File: src/rtl/bums_pkg.sv
// ---------------------------------------------------------------------------
// bums_pkg
// Shared types and constants for the bottom-up merge sorter.
// ---------------------------------------------------------------------------
`default_nettype none

package bums_pkg;

  localparam int DATA_W = 32;

  typedef logic signed [DATA_W-1:0] data_t;

  // Which head the merge unit consumes this cycle
  typedef struct packed {
    logic take_left;
    logic take_right;
  } sel_t;

  typedef enum logic [3:0] {
    S_IDLE  = 4'b0001,
    S_SETUP = 4'b0010,
    S_MERGE = 4'b0100,
    S_EMIT  = 4'b1000
  } state_t;

endpackage

`default_nettype wire

File: src/rtl/bums_merge_unit.sv
// ---------------------------------------------------------------------------
// bums_merge_unit
// Shared compare/select step: picks the next element of a run pair.
// ---------------------------------------------------------------------------
`default_nettype none

module bums_merge_unit
  import bums_pkg::*;
(
  input  wire data_t head_left,
  input  wire data_t head_right,
  input  wire logic  left_ok,
  input  wire logic  right_ok,
  output sel_t       sel,
  output data_t      sel_value
);

  // ties go to the right run
  always_comb begin
    sel.take_left  = left_ok && (!right_ok || (head_left < head_right));
    sel.take_right = right_ok && !sel.take_left;
    sel_value      = sel.take_left ? head_left : head_right;
  end

endmodule

`default_nettype wire

File: config.mk
export PLATFORM = sky130hd
export DESIGN_NAME = bums_merge_unit
export DESIGN_NICKNAME = d
export VERILOG_FILES = /design/src/rtl/bums_pkg.sv /design/src/rtl/bums_merge_unit.sv
export SDC_FILE = /design/constraint.sdc
export NUM_CORES = 1
export LEC_CHECK = 0
export BUFFER_PORTS_ARGS = -buffer_cell sky130_fd_sc_hd__buf_2
export CAP_MARGIN = 40
export CORE_UTILIZATION = 42
export DETAILED_ROUTE_END_ITERATION = 12
export GPL_TIMING_DRIVEN = 0
export PLACE_DENSITY = 0.85
export RECOVER_POWER = 100
export SYNTH_ARGS = -nofsm -noshare
export SYNTH_HDL_FRONTEND = slang
export SYNTH_SLANG_ARGS = --single-unit
File: constraint.sdc
create_clock -name vclk -period 3.75
set_input_delay 0.75 -clock vclk [all_inputs]
set_output_delay 0.75 -clock vclk [all_outputs]
set_load 0.005 [all_outputs]
==> impl_metrics.toml <==
[timing]
final.period_utilization_pct = 102
relSlewSlack_pct = 76.3
hold_viol = 0
max_freq_mhz = 262
worst_pin_slew_ns = 0.346
drv_slew = 0
setup_tns_ns = -0.651
rsz0062_at_grt = "yes"
fin_crit_ns = 3.82
setup_viol = 20
fin_ws_ns = -0.0739

[layout]
finalNonFillerCells = 296
diodes = 0
drive_above_1_share_pct = 69.4
stdcell_area_mm2 = 0.00226
final_nets = 364
fillers = 173
seq_area_um2 = 0
syn_to_final_growth_pct = 82.1
seq_cell_count = 0
clock_buffers = 0

[power_and_ir_drop]
power.total_uw = 331
p_per_area_mw_per_mm2 = 146
cellLeakagePower_nw = 1.20
p_clk_share_pct = 0
intPower_uw = 195
combPwrFrac_pct = 100.0
switchingPower_uw = 135
switching_share_pct = 40.9
pwr-share-seq_pct = 0
ir_worst_vdd_v = 0.000119

[floorplan]
dieArea_mm2 = 0.00318
rows = 19
die_h_um = 56.4
ios = 100
start_util_pct = 44.7
die-width_um = 56.4
fp.coreArea_mm2 = 0.00278

[synth]
yosysUniqueCellTypes = 27
syn_nets = 246
syn_avg_cell_area_um2 = 8.35
syn_area_mm2 = 0.00124
synth_xor_area_share_pct = 0
synthAdderAreaFrac_pct = 31.2
synth.largest_area_cell = "ha_1"
synth.yosys.warnings = 0
synth_top_family_by_area = "adder cells"
synth_common_cells = "inv_1 (32), ha_1 (31), mux2_2 (28)"
synth.mux.area_fraction_pct = 30.2
yosys.area_share.simple_pct = 10.3
ys_seq_area_share_pct = 0
synth.area.top_cells = "ha_1 (31%), mux2_2 (25%), inv_1 (9.7%)"
synth_top_area_share_pct = 31.2
synth_cells = 149
synth_compound_area_share_pct = 16.0
yosysMostFrequentCell = "inv_1"

[hold_path]
hold_path_depth = 3
hold_class = "primary input to output pin"
hold_path_end = "sel_value[7]"
min_from = "head_right[7]"

[place]
place_area_mm2 = 0.00178
place.gp.congestion = 0.703
portBuffers = 100
dp_hpwl_um = 2650
post-place-ws_ns = -0.111
place_inst = 280

[drt]
drc = 0
avgRoutedWirePerCell_um = 13.6
drtIter0Drc = 36
viasPerCell = 5.31
num_vias = 1572
drt-total-wl_um = 4020
dr.pass1.iters = 4
ant_nets = 0

[status]
failed_checks = "setup timing"
status = "finished with violations"

[worst_setup_path]
path_max_fanout = 6
required_ns = 3.00
cp_data_arrival_time_ns = 3.07
crit_path_end_kind = "output pin"
critPathKind = "primary input to output pin"
cp-start-kind = "primary input"

[clock_tree]
postCtsHoldBufs = 0

[global_routing]
antenna_found_initial = 0
grt_max_degree = 11
grt_usage_pct = 19.8
grt_pass1_vias = 1372
overflow = 0
grt_pass1_wl_um = 5260

[flow_run]
drv_cap = 0
worst max-delay path by stage:
stage	start	slack, ns	to	cells past startpoint
4_1_cts	head_right[27]	-0.01	sel_value[15]	13
2_1_floorplan	head_right[9]	0.30	sel_value[10]	9
5_1_grt	head_right[27]	-0.15	sel_value[9]	13
6_report	head_right[26]	-0.07	sel_value[9]	13
3_5_place_dp	head_left[9]	-0.11	sel_value[15]	10
3_3_place_gp	head_left[9]	-0.08	sel_value[15]	10
cell usage in the layout (no fill, tap or decap), drive strengths merged, types with 2 or more instances in the layout:
master and instances:
nand2 5, ha 31, nor2 3, nand3 2
inv 32, and3 2, nand2b 2, o21a 2
nand4 7, a21oi 11, o21ai 4, mux2 32
buf 119
timing repair:
action	CTS	global route
setup buffers	10	6
pin swaps	9	27
setup endpoints to repair	29	32
gates resized for setup	16	60
cloned	2	0
power by group through the flow:
| stage | Combinational (mW) | Sequential [mW] | Clock [mW] |
|---|---|---|---|
| 6_report | 0.331 | 0 | 0 |
| 5_1_grt | 0.359 | 0 | 0 |
| 4_1_cts | 0.284 | 0 | 0 |
| 3_5_place_dp | 0.249 | 0 | 0 |
| 3_3_place_gp | 0.244 | 0 | 0 |
| 2_1_floorplan | 0.150 | 0 | 0 |
layout make-up:
type                       instances  area [um2]  share of cell area [%]
buffer                             2        22.5                   0.994
inverter                          32         130                    5.75
multi-input combinational        114        1300                    57.5
tap                               31        38.8                    1.71
timing repair buffer             117         772                    34.1
per-layer routing:
layer	vias to the layer above	wire [um]	global-route usage, %
met5	-	0	0
met1	716	1530	22.0
met4	0	70	4.53
met3	6	247	0.691
li1	775	-	-
met2	75	2170	40.5
logic make-up (layout without fill, tap and decap cells):
family	after synthesis	in the layout
AO/OA/AOI/OAI	27	27
multiplexers	32	32
AND/OR/NAND/NOR	24	24
buffers and inverters	35	151
adder cells (fa/ha/maj)	31	31
metrics by stage:
stage               utilization [%]  hold WS, ns
finish                         81.4         1.79
global route                   81.4         1.80
CTS                            71.0         1.81
detailed placement             64.1         1.81
global placement               64.1         1.80
floorplan                         -         1.60
critical path: stages:
cell      delay (ns)
buf_2           0.09
inv_1           0.04
ha_1            0.32
nand4_1         0.21
nor2_1          0.21
a221oi_2        0.09
buf_4           0.14
a211o_2         0.36
o211ai_4        0.15
buf_6           0.15
buf_6           0.11
mux2_2          0.33
buf_2           0.12
Power figures use the tool's default switching activity.
